### src/rtl/rslm_pkg.sv
`timescale 1ns / 1ps
package rslm_pkg;

  localparam int MAX_SENDERS_DEF = 16;
  localparam int COUNT_WIDTH_DEF = 32;

  localparam logic [7:0]  OVERHEAD_RST = 8'd40;
  localparam logic [15:0] MAX_LEN_RST  = 16'd1500;
  localparam logic [21:0] KB_MAX       = 22'h3FFFFF;
  localparam int          KB_SHIFT     = 10;  // divide by 1024

  localparam logic CFG_IDX_OVERHEAD = 1'b0;
  localparam logic CFG_IDX_MAX_LEN  = 1'b1;

  typedef enum logic [1:0] {
    ST_IDLE,
    ST_PKT,
    ST_TOTAL,
    ST_WALK
  } rslm_state_t;

  // Broadcast to every cell of the row.
  typedef struct packed {
    logic        pkt_en;     // apply the registered packet
    logic        miss;       // no cell holds the packet's address
    logic        shift_en;   // rotate the row one place toward cell 0
    logic [31:0] addr;
    logic [7:0]  seq;
    logic        seq_valid;
    logic [16:0] bytes;      // clamped length plus overhead
  } cell_ctl_t;

endpackage

### src/rtl/rslm_fold.sv
`timescale 1ns / 1ps
module rslm_fold import rslm_pkg::*; #(
  parameter int CW = COUNT_WIDTH_DEF,
  localparam int DW = 8 * CW + 43
) (
  input  logic               clk,
  input  logic               rst_n,
  input  logic               step_en,
  input  logic [DW-1:0]      head,
  output logic [DW-1:0]      tail,
  output logic               row_emit,
  output logic [31:0]        row_addr,
  output logic [3:0][CW-1:0] row_sec,
  output logic [3:0][CW-1:0] row_tot,
  output logic [3:0][CW-1:0] grand
);

  localparam int SW = CW + 1;

  function automatic logic [CW-1:0] sat_add(input logic [CW-1:0] a,
                                           input logic [CW-1:0] b);
    logic [SW-1:0] s;
    s = SW'(a) + SW'(b);
    if (s[CW]) return {CW{1'b1}};
    return s[CW-1:0];
  endfunction

  logic               h_used, h_known, h_active;
  logic [31:0]        h_addr;
  logic [7:0]         h_last;
  logic [3:0][CW-1:0] h_sec, h_tot, tot_new;
  logic [3:0][CW-1:0] grand_r, grand_nxt;

  assign {h_used, h_addr, h_known, h_last, h_active, h_sec, h_tot} = head;

  always_comb begin
    for (int k = 0; k < 4; k++) begin
      tot_new[k]   = sat_add(h_tot[k], h_sec[k]);
      grand_nxt[k] = sat_add(grand_r[k], h_sec[k]);
    end
  end

  // A used slot leaves the head folded and cleared; a free one passes as is.
  assign tail = h_used ? {h_used, h_addr, h_known, h_last, 1'b0, {(4*CW){1'b0}}, tot_new}
                       : head;

  assign row_emit = h_used && h_active;
  assign row_addr = h_addr;
  assign row_sec  = h_sec;
  assign row_tot  = tot_new;
  assign grand    = grand_r;

  always_ff @(posedge clk) begin
    if (!rst_n) begin
      grand_r <= '0;
    end else if (step_en && h_used) begin
      grand_r <= grand_nxt;
    end
  end

endmodule
### config.mk
export PLATFORM = sky130hd
export DESIGN_NAME = rslm_fold
export DESIGN_NICKNAME = d
export VERILOG_FILES = /design/src/rtl/rslm_pkg.sv /design/src/rtl/rslm_fold.sv
export SDC_FILE = /design/constraint.sdc
export NUM_CORES = 1
export LEC_CHECK = 0
export ABC_AREA = 1
export BUFFER_PORTS_ARGS = -buffer_cell sky130_fd_sc_hd__clkbuf_2
export CORE_AREA = 8 8 387 389
export DETAILED_ROUTE_END_ITERATION = 8
export DIE_AREA = 0 0 395 397
export REMOVE_ABC_BUFFERS = 1
export SYNTH_ARGS = -nofsm -noshare
export SYNTH_HDL_FRONTEND = slang
export SYNTH_SLANG_ARGS = --single-unit
### constraint.sdc
create_clock -name clk -period 2.6 [get_ports clk]
set_input_delay 0.26 -clock clk [delete_from_list [all_inputs] [get_ports clk]]
set_output_delay 0.26 -clock clk [all_outputs]
set_load 0.01 [all_outputs]
==> results of run 1 <==
-- per-layer routing --
| metal | GRT usage | up-vias | wire, um |
|---|---|---|---|
| li1 | - | 19470 | - |
| met1 | 0.263 | 17849 | 75200 |
| met2 | 0.350 | 1392 | 78400 |
| met3 | 0.0655 | 219 | 15700 |
| met4 | 0.0634 | 14 | 6040 |
| met5 | 0.0209 | - | 520 |
-- logic make-up after synthesis --
group | count (synthesis) | share of synthesized area
adders and majority gates | 264 | 0.113
AOI/OAI and AO/OA | 405 | 0.0753
buffers and inverters | 1538 | 0.225
DFF | 128 | 0.0863
xor gates and xnor gates | 121 | 0.0357
and+or+nand+nor | 3332 | 0.465
-- through the flow --
step	std cells	area (um2)	hold slack, ns	power (W)
after detailed placement	8822	38700	0.520	0.0123
final	8879	41000	0.228	0.0155
after global placement	8822	38700	0.520	0.0123
after global routing	8874	41000	0.234	0.0166
after CTS	8863	39800	0.185	0.0152
after floorplan	5493	27700	0.398	0.00743
-- power by group --
part           leakage (nW)  internal [W]  total, W  switching, W
clock                 0.275       0.00137   0.00264       0.00127
sequential             1.06       0.00213   0.00229      0.000166
combinational          24.1       0.00395    0.0105       0.00657
-- layout by cell type (no fill, tap or decap), types with 15 or more instances in the layout --
cell type     n
a31oi_1      16
ha_1        190
clkbuf_2    874
xor2_1       72
nor3_2       17
ha_4         54
nand2_2      98
and2_1       41
clkbuf_16    19
a21oi_2      23
xnor2_1      48
inv_1      1221
nor2_1      577
buf_4       496
nor3_1       48
buf_12       25
inv_2        18
nand3_4      30
nand3_2      36
dfxtp_1     128
nand4_1      35
nor2_2       26
buf_2        15
nand2_1    2154
nand3_1     224
a21oi_1     180
o21ai_0     136
-- repair_timing --
item                       4_1_cts  5_1_grt
gates resized for setup         75      258
setup endpoints to repair      114      199
hold endpoints to repair         0        0
buffers inserted                 6       15
gates cloned                     3        2
hold buffers                     0        0
pin swaps                        6       32
-- worst max-delay path, delay by kind of cell --
family | cells | cell delay (ns)
buffers and inverters | 5 | 0.75
and+or+nand+nor | 8 | 0.75
AOI/OAI and AO/OA | 2 | 0.30
adders and majority gates | 1 | 0.25
-- path summary, 6_finish.rpt --
check             cells after the start          to        from  slack [ns]
setup / recovery                     16    tail[54]   head[185]       0.003
hold / removal                        5   grand[32]   head[160]        0.23
setup reg to reg                     13   grand[40]   grand[32]        0.20
hold reg to reg                       2  grand[118]  grand[118]        0.57
-- cell usage after synthesis, types with 18 or more instances --
cell type	instances	area share
o21ai_0	145	0.024
nand3_4	25	0.015
clkbuf_1	64	0.0081
inv_1	1224	0.15
nand3_1	234	0.039
nand3_2	31	0.010
a21oi_1	186	0.031
nand2_1	2240	0.28
xnor2_1	48	0.014
buf_4	205	0.052
nand4_1	35	0.0074
nor2_1	601	0.076
a21oi_2	18	0.0053
and2_1	41	0.0086
dfxtp_1	128	0.086
xor2_1	73	0.022
ha_1	256	0.11
a31oi_1	24	0.0051
nor3_1	64	0.011
-- area by class of cell --
class	instances	area (um2)
Multi-Input combinational cell	4122	21800
Tap cell	1917	2400
Timing Repair Buffer	1432	8970
Clock inverter	14	144
Clock buffer	18	439
Antenna cell	5	12.5
Sequential cell	128	2560
Inverter	1243	4680
Fill cell	16454	103000
==> impl_metrics.toml, run 1 <==
[sta]
max_freq_mhz = 385
skew_ns = 0.0198
finalHoldViolCount = 0
tns_ns = 0
slew_headroom = 0.494
min_period_ns = 2.60
tightest_slew_ns = 0.758
rsz0062_at_grt = "true"
setup_viol = 0
final_max_slew_viol_count = 0
setup_slack_ns = 0.00311
final.period_utilization = 0.999

[global_routing]
grtUsageTotal = 0.212
antenna_found_initial = 13
grt_pass1_vias = 37537
grt_max_degree = 117
grt_pass1_wl_um = 249000
grt.overflow.total = 0

[synthesis]
postSynth.asyncResetShare = 0
synth-seq-cells = 128
ys_warn_count = 0
ys_types = 42
ys_seq_area_frac = 0.0863
synth_area_mm2 = 0.0297
syn_area_per_cell_um2 = 5.13
yosys_most_used_dff = "dfxtp_1"
syn_inst = 5788
synth-edff-count = 0

[power_and_ir_drop]
leakage_nw = 25.4
powerDensity_mw_per_mm2 = 377
ir_worst_vdd_v = 0.000449

[layout]
largest_register_ffs = 128
postLayoutCoreUtil = 0.284
synthToLayoutAreaGrowth_pct = 38.0
drive_gt1_frac = 0.263
nets = 7510

[place]
port_buffers = 903
gp_congestion = 1.00
pre_cts_slack_ns = -0.253
dp_hpwl_um = 156000

[run]
cap_violations = 0

[clock_network]
cts_max_level = 4
worstSkewPairLatency_ns = 0.51
cts_tree = "done"
clkTransAtPathRegs_ns = 0.07
numCtsBuffers = 17
cts_buffer_depth = 2
cts_root_buffer = "clkbuf_16"
clock_sinks = 128

[setup_path]
worstSetupStartpointType = "primary input"
cp.required_ns = 2.34
critical_path_class = "in2out"
crit_path_end_kind = "primary output"
worstPathMaxFanout = 7
critPathMaxStageDelay_ns = 0.25
path_cells = "clkbuf_2 > ha_4 > nand2_1 > nand2_1 > a21oi_2 > nor2_1 > nor2_2 > nand2_2 > a21oi_4 > buf_12 > buf_12 > buf_12 > nand3_4 > nand2_2 > nand2_1 > buf_2"
arrival_ns = 2.34
cpMaxStageDelayCell = "ha_4"

[routing]
wirelength_um = 176000
drtIter0Drc = 2641
drtAntennaViolNets = 0
first_pass_iters = 6
vias = 38944
drc = 0
wl_per_cell_um = 19.8
via_per_inst = 4.39

[floorplanning]
die-area_mm2 = 0.157
io_pins = 1018
die_width_um = 395
start_util = 0.206
coreArea_mm2 = 0.144
row_count = 140
die_h_um = 397

[run_status]
status = "completed"

[min_path]
hold_class = "in2reg"
Power figures use the tool's default switching activity.
==> run 2, diff against run 1 <==
--- a/config.mk
+++ b/config.mk
@@ -7,9 +7,9 @@
 export LEC_CHECK = 0
 export ABC_AREA = 1
 export BUFFER_PORTS_ARGS = -buffer_cell sky130_fd_sc_hd__clkbuf_2
-export CORE_AREA = 8 8 387 389
+export CORE_AREA = 2 2 392 394
 export DETAILED_ROUTE_END_ITERATION = 8
-export DIE_AREA = 0 0 395 397
+export DIE_AREA = 0 0 394 396
 export REMOVE_ABC_BUFFERS = 1
 export SYNTH_ARGS = -nofsm -noshare
 export SYNTH_HDL_FRONTEND = slang
==> run 2 against run 1 <==
Against the previous run: wire length grew 1.3%; die area shrank 0.50%; non-clock buffer count grew 26; largest power group unchanged.
==> impl_metrics.toml, run 2 (synthesis results as in run 1) <==
[run_status]
status = "completed"

[floorplanning]
io_pins = 1018
die_h_um = 396
die_width_um = 394
coreArea_mm2 = 0.152
die-area_mm2 = 0.156
start_util = 0.196
row_count = 143

[setup_path]
critPathMaxStageDelay_ns = 0.33
r2r_cells = 13
cp_num_buf_inv = 6
worstPathMaxFanout = 8
path_cells = "clkbuf_2 > ha_1 > nand2_2 > inv_2 > a21oi_2 > nor2_1 > nor2_2 > nand2_4 > a21oi_4 > buf_12 > buf_12 > buf_4 > nand3_4 > nand2_1 > nand2_1 > clkbuf_2"
r2r_slack_ns = 0.19
worstSetupStartpointType = "primary input"
cp_top_family = "simple AND/OR/NAND/NOR gates"
crit_path_end_kind = "primary output"
cp.required_ns = 2.34
rr_startpoint = "grand[32]"
r2r_end = "grand[51]"
critical_path_class = "in2out"
arrival_ns = 2.32
startpoint = "head[58]"
cpMaxStageDelayCell = "ha_1"

[routing]
via_per_inst = 4.31
wl_per_cell_um = 19.8
first_pass_iters = 5
wirelength_um = 178000
drc = 0
drtIter0Drc = 2591
vias = 38904
drtAntennaViolNets = 0

[global_routing]
grt_max_degree = 94
grtUsageTotal = 0.218
grt.overflow.total = 0
antenna_found_initial = 7
grt_pass1_wl_um = 249000
grt_pass1_vias = 36635

[sta]
tightest_slew_ns = 0.888
min_period_ns = 2.58
setup_slack_ns = 0.0157
slew_headroom = 0.408
finalHoldViolCount = 0
final_max_slew_viol_count = 0
final.period_utilization = 0.994
skew_ns = 0.0192
tns_ns = 0
rsz0062_at_grt = "true"
hold-worst-slack_ns = 0.289
setup_viol = 0
max_freq_mhz = 387

[min_path]
hold_class = "in2reg"
min_to = "grand[64]"
min_from = "head[192]"
hold_depth = 5

[place]
dp_hpwl_um = 156000
gp_congestion = 0.989
pre_cts_slack_ns = -0.240
port_buffers = 903
dp.cells = 8955

[clock_network]
cts_max_level = 4
cts_buffer_depth = 2
worstSkewPairLatency_ns = 0.51
numCtsBuffers = 17
cts_tree = "done"
clkTransAtPathRegs_ns = 0.06
clock_sinks = 128
cts_root_buffer = "clkbuf_16"

[power_and_ir_drop]
leakage_nw = 25.6
ir_worst_vdd_v = 0.000570
powerDensity_mw_per_mm2 = 374

[layout]
nets = 7537
fin_cells = 9016
mostFrequentLayoutCells = "2134 x nand2_1, 1223 x inv_1, 874 x clkbuf_2"
drive_gt1_frac = 0.270
synthToLayoutAreaGrowth_pct = 39.2
final_common_cell = "nand2_1"
n_fill_cell = 17549
largest_register_ffs = 128

[run]
cap_violations = 0
==> run 2: cell types whose count changed in the layout (fill, tap and decap cells not counted), moves of 7 or more <==
cell	change
buf_4	+24
nand2_1	-20
nand2_2	+17
nand3_2	+9
ha_4	-7
nand3_1	-7
==> run 2: layout make-up <==
cell class,count,area [um2],area share
antenna,2,5.00,0.000121
tap,2030,2540,0.0614
sequential,128,2560,0.0620
multi-input combinational,4123,21800,0.528
clock inverter,14,156,0.00378
clock buffer,18,429,0.0104
timing repair buffer,1458,9150,0.221
inverter,1243,4680,0.113
==> run 2: metrics by stage <==
step | utilization | total power (W) | area, um2
floorplan | - | 0.00743 | 27700
global placement | 0.257 | 0.0123 | 39000
detailed placement | 0.257 | 0.0123 | 39000
CTS | 0.265 | 0.0152 | 40100
global route | 0.273 | 0.0166 | 41400
finish | 0.273 | 0.0154 | 41400
==> run 2: how the worst max path moves through the flow <==
stage,end,slack (ns),cells past startpoint
2_1_floorplan,tail[2],-0.45,12
3_3_place_gp,tail[109],-0.26,15
3_5_place_dp,tail[47],-0.24,15
4_1_cts,tail[31],0.002,16
5_1_grt,tail[60],-0.05,17
6_report,tail[60],0.02,16
==> run 2: report_power, final <==
part           internal (W)  total [W]  leakage (nW)  switching, W
logic               0.00394     0.0105          24.2       0.00658
clock network       0.00142    0.00264         0.274       0.00121
registers           0.00213    0.00230          1.06      0.000168
total               0.00749     0.0154          25.6       0.00796
==> run 2: per-layer routing <==
layer	global-route usage	vias up	routed length (um)	share of wire
met1	0.266	17704	75800	0.43
met3	0.0757	201	16800	0.094
met4	0.0677	12	5510	0.031
li1	-	19527	-	-
met2	0.356	1460	79600	0.45
met5	0.0234	-	526	0.0030
==> run 2: timing repair <==
item,CTS,global route
pin swaps,11,34
endpoints found under the hold margin,0,0
setup endpoints to repair,140,186
resized for setup,86,273
setup buffers,11,13
hold buffers,0,0
gates cloned,3,2
==> run 2: worst reg2reg max path, stage by stage, from the launching register on <==
cell and delay, ns:
dfxtp_1 0.33, ha_1 0.21, fa_1 0.40, nand2_1 0.09
nand2_1 0.09, nand3_1 0.10, nand2_1 0.10, nand2_1 0.09
nand2_2 0.12, a21oi_1 0.21, buf_4 0.19, nand2_1 0.06
nor2_1 0.23, nor2_1 0.07
==> run 3, diff against run 2 <==
--- a/config.mk
+++ b/config.mk
@@ -7,9 +7,14 @@
 export LEC_CHECK = 0
 export ABC_AREA = 1
 export BUFFER_PORTS_ARGS = -buffer_cell sky130_fd_sc_hd__clkbuf_2
-export CORE_AREA = 2 2 392 394
+export CELL_PAD_IN_SITES_DETAIL_PLACEMENT = 1
+export CELL_PAD_IN_SITES_GLOBAL_PLACEMENT = 1
+export CORE_AREA = 2 2 401 403
 export DETAILED_ROUTE_END_ITERATION = 8
-export DIE_AREA = 0 0 394 396
+export DIE_AREA = 0 0 403 405
+export GPL_TIMING_DRIVEN = 0
+export MAX_ROUTING_LAYER = met4
+export PLACE_DENSITY_LB_ADDON = 0.1
 export REMOVE_ABC_BUFFERS = 1
 export SYNTH_ARGS = -nofsm -noshare
 export SYNTH_HDL_FRONTEND = slang
==> run 3 against run 2 <==
Against the previous run: register-to-register slack hardly changed; largest cell class unchanged; clock power grew 10%; final cell count fell by 4.3%; first-iteration DRC count down 47%; combinational power shrank 6%; die area increased by 4.6%; largest power group unchanged; design area down 4.3%; wire length shrank 4.6%; via count down 6.0%; setup slack improved by 0.012 ns.
==> impl_metrics.toml, run 3 (synthesis results as in run 1) <==
[clock_network]
numCtsBuffers = 17
cts_tree = "done"
cts_buffer_depth = 2
cts_max_level = 4
postCtsHoldBufs = 0
worstSkewPairLatency_ns = 0.53
clock_sinks = 128
clkTransAtPathRegs_ns = 0.08
cts_root_buffer = "clkbuf_16"

[power_and_ir_drop]
leakage_nw = 23.7
fin_total_pwr_w = 0.0151
ir_worst_vdd_v = 0.000595
powerDensity_mw_per_mm2 = 381

[floorplanning]
row_count = 147
die-area_mm2 = 0.163
start_util = 0.186
coreArea_mm2 = 0.159
io_pins = 1018
die_h_um = 405
die_width_um = 403

[setup_path]
critical_path_class = "in2out"
crit_path_end_kind = "primary output"
worstPathMaxFanout = 5
cp.required_ns = 2.34
worstSetupStartpointType = "primary input"
arrival_ns = 2.31

[sta]
tightest_slew_ns = 0.872
rsz0062_at_grt = "true"
final_max_slew_viol_count = 0
skew_ns = 0.0168
setup_viol = 0
min_period_ns = 2.57
hold-worst-slack_ns = 0.127
slew_headroom = 0.419
max_freq_mhz = 389
finalHoldViolCount = 0
final.period_utilization = 0.989
tns_ns = 0

[routing]
drtIter0Drc = 1361
wl_per_cell_um = 19.7
first_pass_iters = 4
via_per_inst = 4.24
drc = 0
vias = 36561
wirelength_um = 170000
drtAntennaViolNets = 0

[layout]
drive_gt1_frac = 0.237
n_fill_cell = 20835
synthToLayoutAreaGrowth_pct = 33.3
mostFrequentLayoutCells = "2115 x nand2_1, 1220 x inv_1, 848 x clkbuf_2"
largest_register_ffs = 128
final_common_cell = "nand2_1"
design_area_mm2 = 0.0396
nets = 7090

[global_routing]
antenna_found_initial = 4
grt.overflow.total = 0
grt-busiest-layer = "met2"
grtUsageMet1 = 0.240
gr-usage-met3 = 0.0589
use_met2 = 0.360
grt_pass1_wl_um = 244000
grt_max_degree = 123
grtUsageTotal = 0.208
grt_pass1_vias = 37155

[place]
gp_congestion = 0.937
dp_hpwl_um = 144000
place_area_mm2 = 0.0350
port_buffers = 903

[run]
cap_violations = 0

[run_status]
status = "completed"

[min_path]
hold_class = "in2reg"
[run 3: timing repair]
item | 4_1_cts | 5_1_grt
gates cloned | 10 | 2
pin swaps | 39 | 66
setup buffers | 65 | 28
resized for setup | 311 | 304
endpoints found under the setup margin | 376 | 280
[run 3: stage by stage]
stage | std cells | util | setup slack, ns
floorplan | 5493 | - | -0.448
global placement | 8482 | 0.219 | -9.77
detailed placement | 8489 | 0.220 | -1.44
CTS | 8596 | 0.240 | -0.0179
global route | 8624 | 0.249 | -0.0784
finish | 8625 | 0.249 | 0.0280
[run 3: layer usage]
layer	up-vias	wire length (um)
li1	18661	-
met1	17003	73100
met2	801	83000
met3	96	11300
met4	0	2660
met5	-	0
[run 3: area by class of cell]
cell class | count | area [um2] | share of cell area
multi-input combinational | 4127 | 23100 | 0.585
timing repair buffer | 1006 | 5910 | 0.149
inverter | 1243 | 4700 | 0.119
tap | 2086 | 2610 | 0.0659
sequential | 128 | 2560 | 0.0647
clock buffer | 20 | 457 | 0.0115
clock inverter | 12 | 184 | 0.00465
timing repair inverter | 1 | 6.26 | 0.000158
antenna | 2 | 5.00 | 0.000126
[run 3: power breakdown]
part	leakage, nW	internal [W]	switching, W
Sequential	1.06	0.00213	0.000160
Clock	0.306	0.00166	0.00125
Combinational	22.3	0.00350	0.00640
[run 3: worst max-delay path: stages]
cell,delay (ns)
clkbuf_2,0.17
ha_4,0.36
nand2_1,0.11
nor2_1,0.13
inv_1,0.14
nor2_2,0.33
nand3_1,0.24
nand3_1,0.13
nand2_1,0.09
nand3_4,0.09
nand2_1,0.06
nand2_1,0.07
clkbuf_2,0.13
[run 3: final timing paths]
path         startpoint    endpoint  slack (ns)  cells past startpoint
max           head[148]    tail[23]        0.03                     13
min           head[192]   grand[64]        0.13                      4
max reg2reg   grand[96]  grand[101]        0.19                     14
min reg2reg   grand[87]   grand[87]        0.56                      2
