### config.mk
export PLATFORM = sky130hd
export DESIGN_NAME = rslm_cell
export DESIGN_NICKNAME = d
export VERILOG_FILES = /design/src/rtl/rslm_pkg.sv /design/src/rtl/rslm_cell.sv
export SDC_FILE = /design/constraint.sdc
export NUM_CORES = 1
export LEC_CHECK = 0
export BUFFER_PORTS_ARGS = -buffer_cell sky130_fd_sc_hd__buf_2
export CORE_AREA = 4 4 254 256
export DETAILED_ROUTE_END_ITERATION = 10
export DIE_AREA = 0 0 258 260
export PLACE_DENSITY = 0.56
export SYNTH_ARGS = -nofsm -noshare
export SYNTH_HDL_FRONTEND = slang
export SYNTH_SLANG_ARGS = --single-unit
### constraint.sdc
create_clock -name clk -period 11.2 [get_ports clk]
set_input_delay 0.56 -clock clk [delete_from_list [all_inputs] [get_ports clk]]
set_output_delay 0.56 -clock clk [all_outputs]
set_load 0.01 [all_outputs]
### src/rtl/rslm_pkg.sv
`timescale 1ns / 1ps
package rslm_pkg;

  localparam int MAX_SENDERS_DEF = 16;
  localparam int COUNT_WIDTH_DEF = 32;

  localparam logic [7:0]  OVERHEAD_RST = 8'd40;
  localparam logic [15:0] MAX_LEN_RST  = 16'd1500;
  localparam logic [21:0] KB_MAX       = 22'h3FFFFF;
  localparam int          KB_SHIFT     = 10;  // divide by 1024

  localparam logic CFG_IDX_OVERHEAD = 1'b0;
  localparam logic CFG_IDX_MAX_LEN  = 1'b1;

  typedef enum logic [1:0] {
    ST_IDLE,
    ST_PKT,
    ST_TOTAL,
    ST_WALK
  } rslm_state_t;

  // Broadcast to every cell of the row.
  typedef struct packed {
    logic        pkt_en;     // apply the registered packet
    logic        miss;       // no cell holds the packet's address
    logic        shift_en;   // rotate the row one place toward cell 0
    logic [31:0] addr;
    logic [7:0]  seq;
    logic        seq_valid;
    logic [16:0] bytes;      // clamped length plus overhead
  } cell_ctl_t;

endpackage

### src/rtl/rslm_cell.sv
`timescale 1ns / 1ps
module rslm_cell import rslm_pkg::*; #(
  parameter int CW = COUNT_WIDTH_DEF,
  localparam int DW = 8 * CW + 43
) (
  input  logic          clk,
  input  logic          rst_n,
  input  cell_ctl_t     ctl,
  input  logic          free_in,
  output logic          free_out,
  output logic          hit,
  input  logic [DW-1:0] nxt_in,
  output logic [DW-1:0] cur_out,
  output logic          active_out
);

  localparam int SW = ((CW > 17) ? CW : 17) + 1;

  function automatic logic [CW-1:0] sat_add(input logic [CW-1:0] a,
                                           input logic [SW-2:0] b);
    logic [SW-1:0] s;
    s = SW'(a) + SW'(b);
    if (s > {{(SW-CW){1'b0}}, {CW{1'b1}}}) return {CW{1'b1}};
    return s[CW-1:0];
  endfunction

  logic                used_r, used_nxt;
  logic [31:0]         addr_r, addr_nxt;
  logic                known_r, known_nxt;
  logic [7:0]          last_r, last_nxt;
  logic                active_r, active_nxt;
  logic [3:0][CW-1:0]  sec_r, sec_nxt;
  logic [3:0][CW-1:0]  tot_r, tot_nxt;

  logic                alloc, sel;
  logic [7:0]          d;
  logic                known_b;
  logic [3:0][CW-1:0]  sec_b;

  assign hit        = used_r && (addr_r == ctl.addr);
  assign free_out   = free_in | ~used_r;
  assign alloc      = ctl.pkt_en && ctl.miss && !used_r && !free_in;
  assign sel        = (ctl.pkt_en && hit) || alloc;
  assign active_out = active_r;
  assign cur_out    = {used_r, addr_r, known_r, last_r, active_r, sec_r, tot_r};

  always_comb begin
    used_nxt   = used_r;
    addr_nxt   = addr_r;
    known_nxt  = known_r;
    last_nxt   = last_r;
    active_nxt = active_r;
    sec_nxt    = sec_r;
    tot_nxt    = tot_r;
    known_b    = alloc ? 1'b0 : known_r;
    sec_b      = alloc ? '0 : sec_r;
    d          = ctl.seq - last_r - 8'd1;
    if (ctl.shift_en) begin
      {used_nxt, addr_nxt, known_nxt, last_nxt, active_nxt, sec_nxt, tot_nxt} = nxt_in;
    end else if (sel) begin
      used_nxt   = 1'b1;
      addr_nxt   = ctl.addr;
      known_nxt  = known_b;
      active_nxt = alloc ? 1'b0 : active_r;
      sec_nxt    = sec_b;
      if (alloc) tot_nxt = '0;
      if (ctl.seq_valid) begin
        active_nxt = 1'b1;
        sec_nxt[0] = sat_add(sec_b[0], (SW-1)'(1));
        if (known_b) begin
          if (d[7]) begin
            sec_nxt[2] = sat_add(sec_b[2], (SW-1)'(1));
          end else begin
            sec_nxt[1] = sat_add(sec_b[1], (SW-1)'(d));
            last_nxt   = ctl.seq;
          end
        end else begin
          last_nxt  = ctl.seq;
          known_nxt = 1'b1;
        end
      end else begin
        sec_nxt[2] = sat_add(sec_b[2], (SW-1)'(1));
      end
      sec_nxt[3] = sat_add(sec_b[3], (SW-1)'(ctl.bytes));
    end
  end

  always_ff @(posedge clk) begin
    if (!rst_n) begin
      used_r   <= 1'b0;
      known_r  <= 1'b0;
      active_r <= 1'b0;
    end else begin
      used_r   <= used_nxt;
      known_r  <= known_nxt;
      active_r <= active_nxt;
    end
  end

  always_ff @(posedge clk) begin
    addr_r <= addr_nxt;
    last_r <= last_nxt;
    sec_r  <= sec_nxt;
    tot_r  <= tot_nxt;
  end

endmodule

==> metrics, run 1 <==
Reg2Reg Capture Point=cur_out[255]$_DFFE_PP_; # hold bufs at CTS=0; Reg area=8950 sq um; die width=258 microns; top-count cell post-synth=edfxtp_1; Synth Area in Simple Gates=22.1%; filler instances=6285; hold_ws=0.268 ns; GR peak layer=met2; met3 Resource Use GR=5.60%; Adder-Cell Fraction of Synth Area=2.72%; Total Wirelength=76.7 mm; fmax=184 MHz; top post-synthesis cells by count=edfxtp_1, nand2_1, and2_1; HPWL Detailed=58.2 mm; largest cells by area after synthesis=edfxtp_1, and2_1, nand2_1, o21ai_0, a21oi_1; non-filler cells, final=3297; r2r startpoint=used_r$_SDFFE_PN0P_; Die ar.=67100 sq um; YS warnings=0; post-CTS setup buffers=0; worst hold path startpoint=nxt_in[159]; largest net degree at the start of global routing=108; MaxCap Viol Count=0; post-place instance area=22400 sq um; synth-to-layout area growth=29.8%; Die H=260 microns; Std-Cell Rows=92; Initial Util=29.3%; Root Buffer=clkbuf_16; DP Cell Count=3219; vias in the first global route=17314; drt pass-1 iters=5; Yosys top cell area share=48.5%; WL/cell=23.3 microns; final instance area=23800 sq um; Routability Congestion=0.965; ys flop type=edfxtp_1; slew margin rel.=27.1%; ys async rst share=0%; initial detailed-routing violation count=1409; Post-Syn Area per Cell=10.1 sq um; Yosys top cell by area=edfxtp_1; cell count after synthesis=1807; Setup crit end kind=flip-flop; worst r2r path cells=15; Final Slew Violations=0; clock sink count=299; status=finished, final reports clean; global-route wire length before repair=112 mm; Post-Route Skew=0.0125 ns; Final Setup Violations=0; Setup WS post-layout=5.77 ns; cts repair resizes=0; Clk pin slew, worst setup/hold paths=0.06 ns; crit path kind=flip-flop to flip-flop; PD cells=148 nW/um^2; Placeable Area=62500 sq um; proportion of synthesized area in mux cells=2.64%; Hold Path Class=input port to flip-flop; crit path DAT=5.83 ns; type of origin of the critical path=flip-flop; clk buf depth=3; gr ovfl total=0; initial antenna violation count=18; Hold Path Sink=cur_out[159]$_DFFE_PP_; ANT nets after route=0; worst-margin pin slew=1.09 ns; Cell Area, Synth=18300 sq um; clock latency on the worst-skew pair=0.57 ns; post-synth net total=2208; Power Total=3.52 mW; setup TNS=0 ns; main combinational cell family by area after synthesis=simple AND/OR/NAND/NOR gates; register area share after synthesis=48.8%; total CTS buffers=40; WP data required=11.60 ns; met2 GRT Util=39.0%; Yosys cell types=94; Worst IR Drop VDD=0.173 mV; Final Hold Fails=0; Place WS=5.61 ns; Global Route Usage Sum=21.6%; xor/xnor cell area share of the yosys netlist=3.97%; flops & latches, synth=299; port bufs=664; utilization after layout=38.0%; met1 usage=25.3%; Multi-input gate area=8720 sq um; vias per std cell=5.25; DRC viols=0; post-synthesis compound-gate area fraction=15.9%; Final Critical Period=5.43 ns; RSZ-0062 raised after global routing=false; period utilisation layout=48.4%; H-tree depth=2; Ports=665; CTS tree=built; Hold Crit Depth=2; Leak=9.90 nW; R2R Setup Slk=5.77 ns; Post-synth EDFFs=296; Final nets=2816; CP max FO=56; DR vias=17323; share of cells above drive strength 1=33.3%
-- logic make-up (layout without fill, tap and decap cells) --
| kind of cell | count (synthesis) | in the layout |
|---|---|---|
| simple gates | 743 | 743 |
| compound gates | 426 | 426 |
| flops | 299 | 299 |
| buf+inv | 174 | 811 |
| xor+xnor | 83 | 83 |
| mux | 44 | 44 |
| fa+ha+maj | 38 | 38 |
| other cells | 0 | 7 |
-- state kept, by name, indices dropped and copies added (netlist names) --
name / count
active_out: 1
addr_r: 32
cur_out: 256
known_r: 1
last_r: 8
used_r: 1
-- layout by cell type, fill, tap and decap left out, types with 54 or more instances in the layout --
master    instances
nand3_1          62
inv_1            54
nor3_1           55
and2_1          167
buf_2           663
o21ai_0          96
a21oi_1          93
nand2_1         167
edfxtp_1        296
nor2_1           78
-- metal layers --
layer,wire length (microns),vias up
met5,94,-
met4,2080,14
met3,6590,117
met2,38900,839
met1,29000,8300
li1,-,8053
-- layout make-up --
cell class / count / share of cell area (%)
sequential: 299 / 37.6
multi-input combinational: 1334 / 36.7
timing repair buffer: 685 / 14.7
clock buffer: 49 / 4.48
tap: 846 / 4.45
clock inverter: 22 / 1.12
inverter: 55 / 0.889
antenna: 7 / 0.0737
-- worst max-delay path: stages (launching register included) --
cell       delay [ns]
dfxtp_1          0.49
nand4bb_4        0.48
buf_4            0.58
and2_1           0.21
ha_1             0.16
inv_1            0.06
fa_1             0.39
nor2b_1          0.13
o21a_1           0.16
o21ai_0          0.13
a211o_1          0.31
a21boi_0         0.28
a41o_1           0.34
and3_1           0.85
nor2_1           0.36
a2bb2oi_1        0.26
-- where the power goes --
group | total, mW | internal (mW) | switching (mW)
registers | 1.45 | 1.35 | 0.0969
logic | 0.741 | 0.304 | 0.436
clock network | 1.33 | 0.797 | 0.532
-- how the worst max path moves through the flow --
stage | start | to | slack [ns] | cells after the start
after floorplan | ctl[59] | last_r[0]$_DFFE_PP_ | 4.88 | 8
after global placement | free_in | cur_out[245]$_DFFE_PP_ | 5.70 | 16
after detailed placement | free_in | cur_out[255]$_DFFE_PP_ | 5.61 | 16
after CTS | used_r$_SDFFE_PN0P_ | cur_out[255]$_DFFE_PP_ | 5.75 | 15
after global routing | used_r$_SDFFE_PN0P_ | cur_out[194]$_DFFE_PP_ | 5.38 | 13
final | used_r$_SDFFE_PN0P_ | cur_out[255]$_DFFE_PP_ | 5.77 | 15
No activity file was read; power rests on OpenSTA's default activity.
==> inputs of run 2 (changes only) <==
--- a/config.mk
+++ b/config.mk
@@ -9,7 +9,7 @@
 export CORE_AREA = 4 4 254 256
 export DETAILED_ROUTE_END_ITERATION = 10
 export DIE_AREA = 0 0 258 260
-export PLACE_DENSITY = 0.56
+export PLACE_DENSITY = 0.58
 export SYNTH_ARGS = -nofsm -noshare
 export SYNTH_HDL_FRONTEND = slang
 export SYNTH_SLANG_ARGS = --single-unit
==> constraint.sdc (replaced) <==
create_clock -name clk -period 4.95 [get_ports clk]
set_input_delay 0.2475 -clock clk [delete_from_list [all_inputs] [get_ports clk]]
set_output_delay 0.2475 -clock clk [all_outputs]
set_load 0.01 [all_outputs]
==> metrics, run 2 (synthesis results as in run 1) <==
Std-Cell Rows=92 (unchanged); period utilisation layout=89.9% (+41 points); top sig layer=met5; switching share of power=31.3% (+0.99 points); Global Route Usage Sum=22.8% (+1.2 points); PD cells=302 nW/um^2 (+100%); R2R Setup Slk=0.50 ns (-5.28 ns); Comb power frac=23.6% (+2.6 points); MaxCap Viol Count=0 (unchanged); worst hold path startpoint=nxt_in[138]; clock sink count=299 (unchanged); DR vias=18782 (+8.4%); vias per std cell=5.19 (-1.2%); initial antenna violation count=12 (-6); type of origin of the critical path=flip-flop; Final Setup Violations=0 (unchanged); crit path DAT=4.79 ns (-1.04 ns); max FFs per register=256 (unchanged); Routability Congestion=0.929 (-3.7%); Clock power frac=36.0% (-1.8 points); WP data required=5.29 ns (-6.31 ns); worst r2r path cells=15 (unchanged); WL met1=31.0 mm (+6.8%); Clk pin slew, worst setup/hold paths=0.06 ns (about the same); largest net degree at the start of global routing=124 (+15%); sequential share of power=40.4% (-0.8 points); Int Pwr=5.58 mW (+130%); port bufs=664 (unchanged); WL/cell=22.4 microns (-3.7%); crit path kind=flip-flop to flip-flop; Initial Util=29.3% (unchanged); DRC viols=0 (unchanged); share of cells above drive strength 1=30.4% (-3.0 points); non-filler cells, final=3617 (+9.7%); Final nets=3132 (+11%); clock latency on the worst-skew pair=0.59 ns (+0.02 ns); Placeable Area=62500 sq um (unchanged); r2r startpoint=used_r$_SDFFE_PN0P_; Final Hold Fails=0 (unchanged); DP Cell Count=3241 (+0.68%); vias in the first global route=19090 (+10%); Hold Path Class=input port to flip-flop; Post-Route Skew=0.0258 ns (+0.0133 ns); drt pass-1 iters=6 (+1); Hold Crit Depth=3 (+1); status=finished, final reports clean; CP max FO=20 (-64%); H-tree depth=2 (unchanged); Leak=11.2 nW (+13%); Total Wirelength=81.0 mm (+5.7%); Die ar.=67100 sq um (unchanged); post-CTS setup buffers=0 (unchanged); initial detailed-routing violation count=1581 (+12%); cts repair resizes=0 (unchanged); setup TNS=0 ns (unchanged); commonest cells after routing, fill and taps aside=buf_2, edfxtp_1, dlygate4sd3_1, nand2_1, and2_1; Reg2Reg Capture Point=cur_out[181]$_DFFE_PP_; die width=258 microns (unchanged); Final Critical Period=4.45 ns (-0.974 ns); HPWL Detailed=59.2 mm (+1.7%); NetSw=2.54 mW (+140%); Final Slew Violations=0 (unchanged); DR WL met2=40.6 mm (+4.3%); Ports=665 (unchanged); Hold Path Sink=cur_out[138]$_DFFE_PP_; synth-to-layout area growth=46.8%; RSZ-0062 raised after global routing=false; global-route wire length before repair=119 mm (+6.5%); most common cell after layout, fill and taps aside=buf_2; fmax=225 MHz (+22%); ANT nets after route=0 (unchanged); slew margin rel.=19.7% (-7.4 points); gr ovfl total=0 (unchanged); worst-margin pin slew=1.20 ns (+0.104 ns); total CTS buffers=41 (+2.5%); worst setup path start=used_r$_SDFFE_PN0P_; Root Buffer=clkbuf_16; CTS tree=built; Worst IR Drop VDD=0.240 mV (+39%); Detail Route met3 WL=6.39 mm (-3.1%); Setup crit end kind=flip-flop; Die H=260 microns (unchanged); clk buf depth=3 (unchanged)
[run 2: what timing repair did]
action,CTS,global route
endpoints found under the setup margin,0,0
hold buffers,293,0
hold endpoints to repair,267,0
[run 2: power groups by stage]
stage               registers, mW  clock network, mW  logic (mW)
finish                       3.28               2.92        1.92
CTS                          3.28               3.01        1.91
detailed placement           3.33                  0        1.71
floorplan                    3.35                  0       0.915
global placement             3.32                  0        1.68
global route                 3.31               3.10        2.09
[run 2: metrics by stage]
step / hold WS (ns) / utilization [%] / power, mW / cell area [sq um] / worst slack, ns
6_report: 0.0416 / 43.1 / 8.12 / 26900 / 0.498
4_1_cts: 0.000392 / 43.0 / 8.20 / 26900 / 0.508
2_1_floorplan: 0.386 / - / 4.27 / 18300 / 0.0641
3_5_place_dp: 0.470 / 36.2 / 5.04 / 22600 / 0.406
5_1_grt: 0.00395 / 43.1 / 8.49 / 26900 / 0.172
3_3_place_gp: 0.451 / 36.2 / 5.01 / 22600 / 0.561
[run 2: final cells by class]
type,instances,area [sq um]
inverters,55,211
clock buffers,48,1050
repair buffers,1000,6630
flip-flops and latches,299,8950
well taps,846,1060
clock inverters,28,260
diodes,7,17.5
fillers,5982,35600
multi-input cells,1334,8740
[run 2: worst max-delay path, cell delays in order (launching register included)]
cell and delay [ns]:
dfxtp_1 0.32, nand4bb_4 0.54, buf_4 0.37, and2_1 0.16, ha_1 0.19, inv_1 0.08
fa_1 0.20, nor2b_1 0.07, o31a_1 0.27, o31a_1 0.26, nor2_1 0.22, o21ai_0 0.27
nand3b_1 0.41, nand2_1 0.23, or3_1 0.37, a32o_1 0.26
[run 2: worst max path at each step]
stage	endpoint	cells past startpoint
after floorplan	cur_out[128]$_DFFE_PP_	19
after global placement	cur_out[181]$_DFFE_PP_	16
after detailed placement	cur_out[181]$_DFFE_PP_	16
after CTS	cur_out[181]$_DFFE_PP_	15
after global routing	cur_out[181]$_DFFE_PP_	15
final	cur_out[181]$_DFFE_PP_	15
[run 2: per-layer routing]
layer  vias up  global-route usage (%)
met5         -                       0
met4         8                    8.56
met3       160                    5.17
met2       940                    41.0
met1      8974                    26.6
li1       8700                       -
==> inputs of run 3 (changes only) <==
--- a/config.mk
+++ b/config.mk
@@ -9,7 +9,7 @@
 export CORE_AREA = 4 4 254 256
 export DETAILED_ROUTE_END_ITERATION = 10
 export DIE_AREA = 0 0 258 260
-export PLACE_DENSITY = 0.58
+export PLACE_DENSITY_LB_ADDON = 0.1
 export SYNTH_ARGS = -nofsm -noshare
 export SYNTH_HDL_FRONTEND = slang
 export SYNTH_SLANG_ARGS = --single-unit
==> metrics, run 3 (synthesis results as in run 1) <==
port bufs=664 (unchanged); post-CTS setup buffers=0 (unchanged); worst r2r path cells=10 (-5); CTS tree=built; clock sink count=299 (unchanged); slew margin rel.=18.8% (-0.89 points); Final Slew Violations=0 (unchanged); WL/cell=21.8 microns (-2.5%); initial detailed-routing violation count=1399 (-12%); H-tree depth=2 (unchanged); CP max FO=22 (+10%); Setup crit end kind=flip-flop; Final Setup Violations=0 (unchanged); hold_ws=0.0266 ns (-0.0150 ns); WP data required=5.24 ns (-0.05 ns); crit path to=cur_out[247]$_DFFE_PP_; period utilisation layout=87.2% (-2.7 points); Final Hold Fails=0 (unchanged); Routability Congestion=0.894 (-3.8%); synth-to-layout area growth=47.6%; Hold Path Class=input port to flip-flop; Reg area=8950 sq um (unchanged); initial antenna violation count=7 (-5); gr ovfl total=0 (unchanged); Ports=665 (unchanged); ANT nets after route=0 (unchanged); r2r startpoint=used_r$_SDFFE_PN0P_; RSZ-0062 raised after global routing=false; Final nets=3141 (+0.29%); vias in the first global route=18699 (-2.0%); Multi-input gate area=8740 sq um (unchanged); drt pass-1 iters=7 (+1); cts repair resizes=0 (unchanged); setup TNS=0 ns (unchanged); Reg2Reg Capture Point=cur_out[247]$_DFFE_PP_; Die H=260 microns (unchanged); worst-margin pin slew=1.21 ns (+0.0132 ns); PD cells=305 nW/um^2 (+1.1%); Post-Route Skew=0.0171 ns (-0.00877 ns); clk buf depth=3 (unchanged); Std-Cell Rows=92 (unchanged); die width=258 microns (unchanged); R2R Setup Slk=0.63 ns (+0.14 ns); total CTS buffers=41 (unchanged); share of cells above drive strength 1=30.6% (+0.20 points); most common cell after layout, fill and taps aside=buf_2; DP Cell Count=3242 (+0.031%); MaxCap Viol Count=0 (unchanged); Root Buffer=clkbuf_16; Placeable Area=62500 sq um (unchanged); HPWL Detailed=58.1 mm (-1.8%); filler instances=6143 (+2.7%); # hold bufs at CTS=301 (+2.7%); Initial Util=29.3% (unchanged); DR vias=18401 (-2.0%); Worst IR Drop VDD=0.248 mV (+3.6%); vias per std cell=5.08 (-2.1%); worst setup path start=used_r$_SDFFE_PN0P_; largest net degree at the start of global routing=147 (+19%); Final Critical Period=4.32 ns (-0.135 ns); clock latency on the worst-skew pair=0.58 ns (about the same); global-route wire length before repair=117 mm (-1.2%); crit path DAT=4.61 ns (-0.18 ns); Leak=11.3 nW (+0.64%); Die ar.=67100 sq um (unchanged); DRC viols=0 (unchanged); Global Route Usage Sum=22.4% (-0.42 points); commonest cells after routing, fill and taps aside=buf_2, dlygate4sd3_1, edfxtp_1, nand2_1, and2_1; Clk pin slew, worst setup/hold paths=0.05 ns (about the same); non-filler cells, final=3619 (+0.055%); Total Wirelength=79.0 mm (-2.5%); crit path kind=flip-flop to flip-flop; type of origin of the critical path=flip-flop; status=finished, final reports clean; max FFs per register=256 (unchanged); fmax=232 MHz (+3.1%)
run 3: cell count changes in the layout (fill, tap and decap cells not counted), moves of 2 or more:
cell | before | now
diode_2 | 7 | 4
clkinv_1 | 9 | 1
inv_6 | 4 | 2
bufinv_16 | 2 | 5
clkinv_2 | 5 | 10
dlygate4sd3_1 | 293 | 301
clkinv_4 | 3 | 1
run 3: worst min-delay path by stage:
stage / from / to / slack, ns / depth (start not counted)
CTS: nxt_in[179] / cur_out[179]$_DFFE_PP_ / 0.0006 / 3
global route: nxt_in[116] / cur_out[116]$_SDFFCE_PN0P_ / 0.01 / 2
global placement: active_out$_SDFFE_PN0P_ / active_out$_SDFFE_PN0P_ / 0.49 / 2
finish: nxt_in[298] / used_r$_SDFFE_PN0P_ / 0.03 / 2
floorplan: rst_n / known_r$_SDFFE_PN0P_ / 0.39 / 2
detailed placement: active_out$_SDFFE_PN0P_ / active_out$_SDFFE_PN0P_ / 0.49 / 2
run 3: final cells by class:
class | instances | share of cell area (%)
diodes | 4 | 0.0370
clock buffers | 47 | 3.87
clock inverters | 25 | 1.17
inverters | 55 | 0.781
multi-input cells | 1334 | 32.3
flip-flops and latches | 299 | 33.1
well taps | 846 | 3.91
repair buffers | 1009 | 24.9
run 3: per-stage QoR:
step	setup slack, ns	util, %	instance area, sq um	total power, mW
floorplan	0.0641	-	18300	4.27
global placement	0.644	36.3	22700	5.03
detailed placement	0.500	36.3	22700	5.03
CTS	0.581	43.3	27000	8.34
global route	0.191	43.3	27100	8.66
finish	0.633	43.3	27100	8.25
run 3: per-layer routing:
layer	global-route usage (%)	share of wire, %	vias up
li1	-	-	8706
met1	27.9	41	8835
met2	39.3	50	732
met3	4.66	6.7	122
met4	6.59	2.8	6
met5	0	0.053	-
run 3: power breakdown:
group	switching, mW	total [mW]	internal [mW]	leakage (nW)
Combinational	1.05	1.92	0.872	7.61
Clock	1.26	3.06	1.80	0.661
Sequential	0.209	3.27	3.06	3.03
run 3: critical path, cell delays in order, from the launching register on:
cell	delay, ns
dfxtp_1	0.32
nand4bb_4	0.52
and2_1	0.36
ha_1	0.23
or3_1	0.41
a2111oi_0	0.54
a21boi_0	0.25
a41o_1	0.37
and3_1	0.35
nor2_1	0.54
a21oi_1	0.13
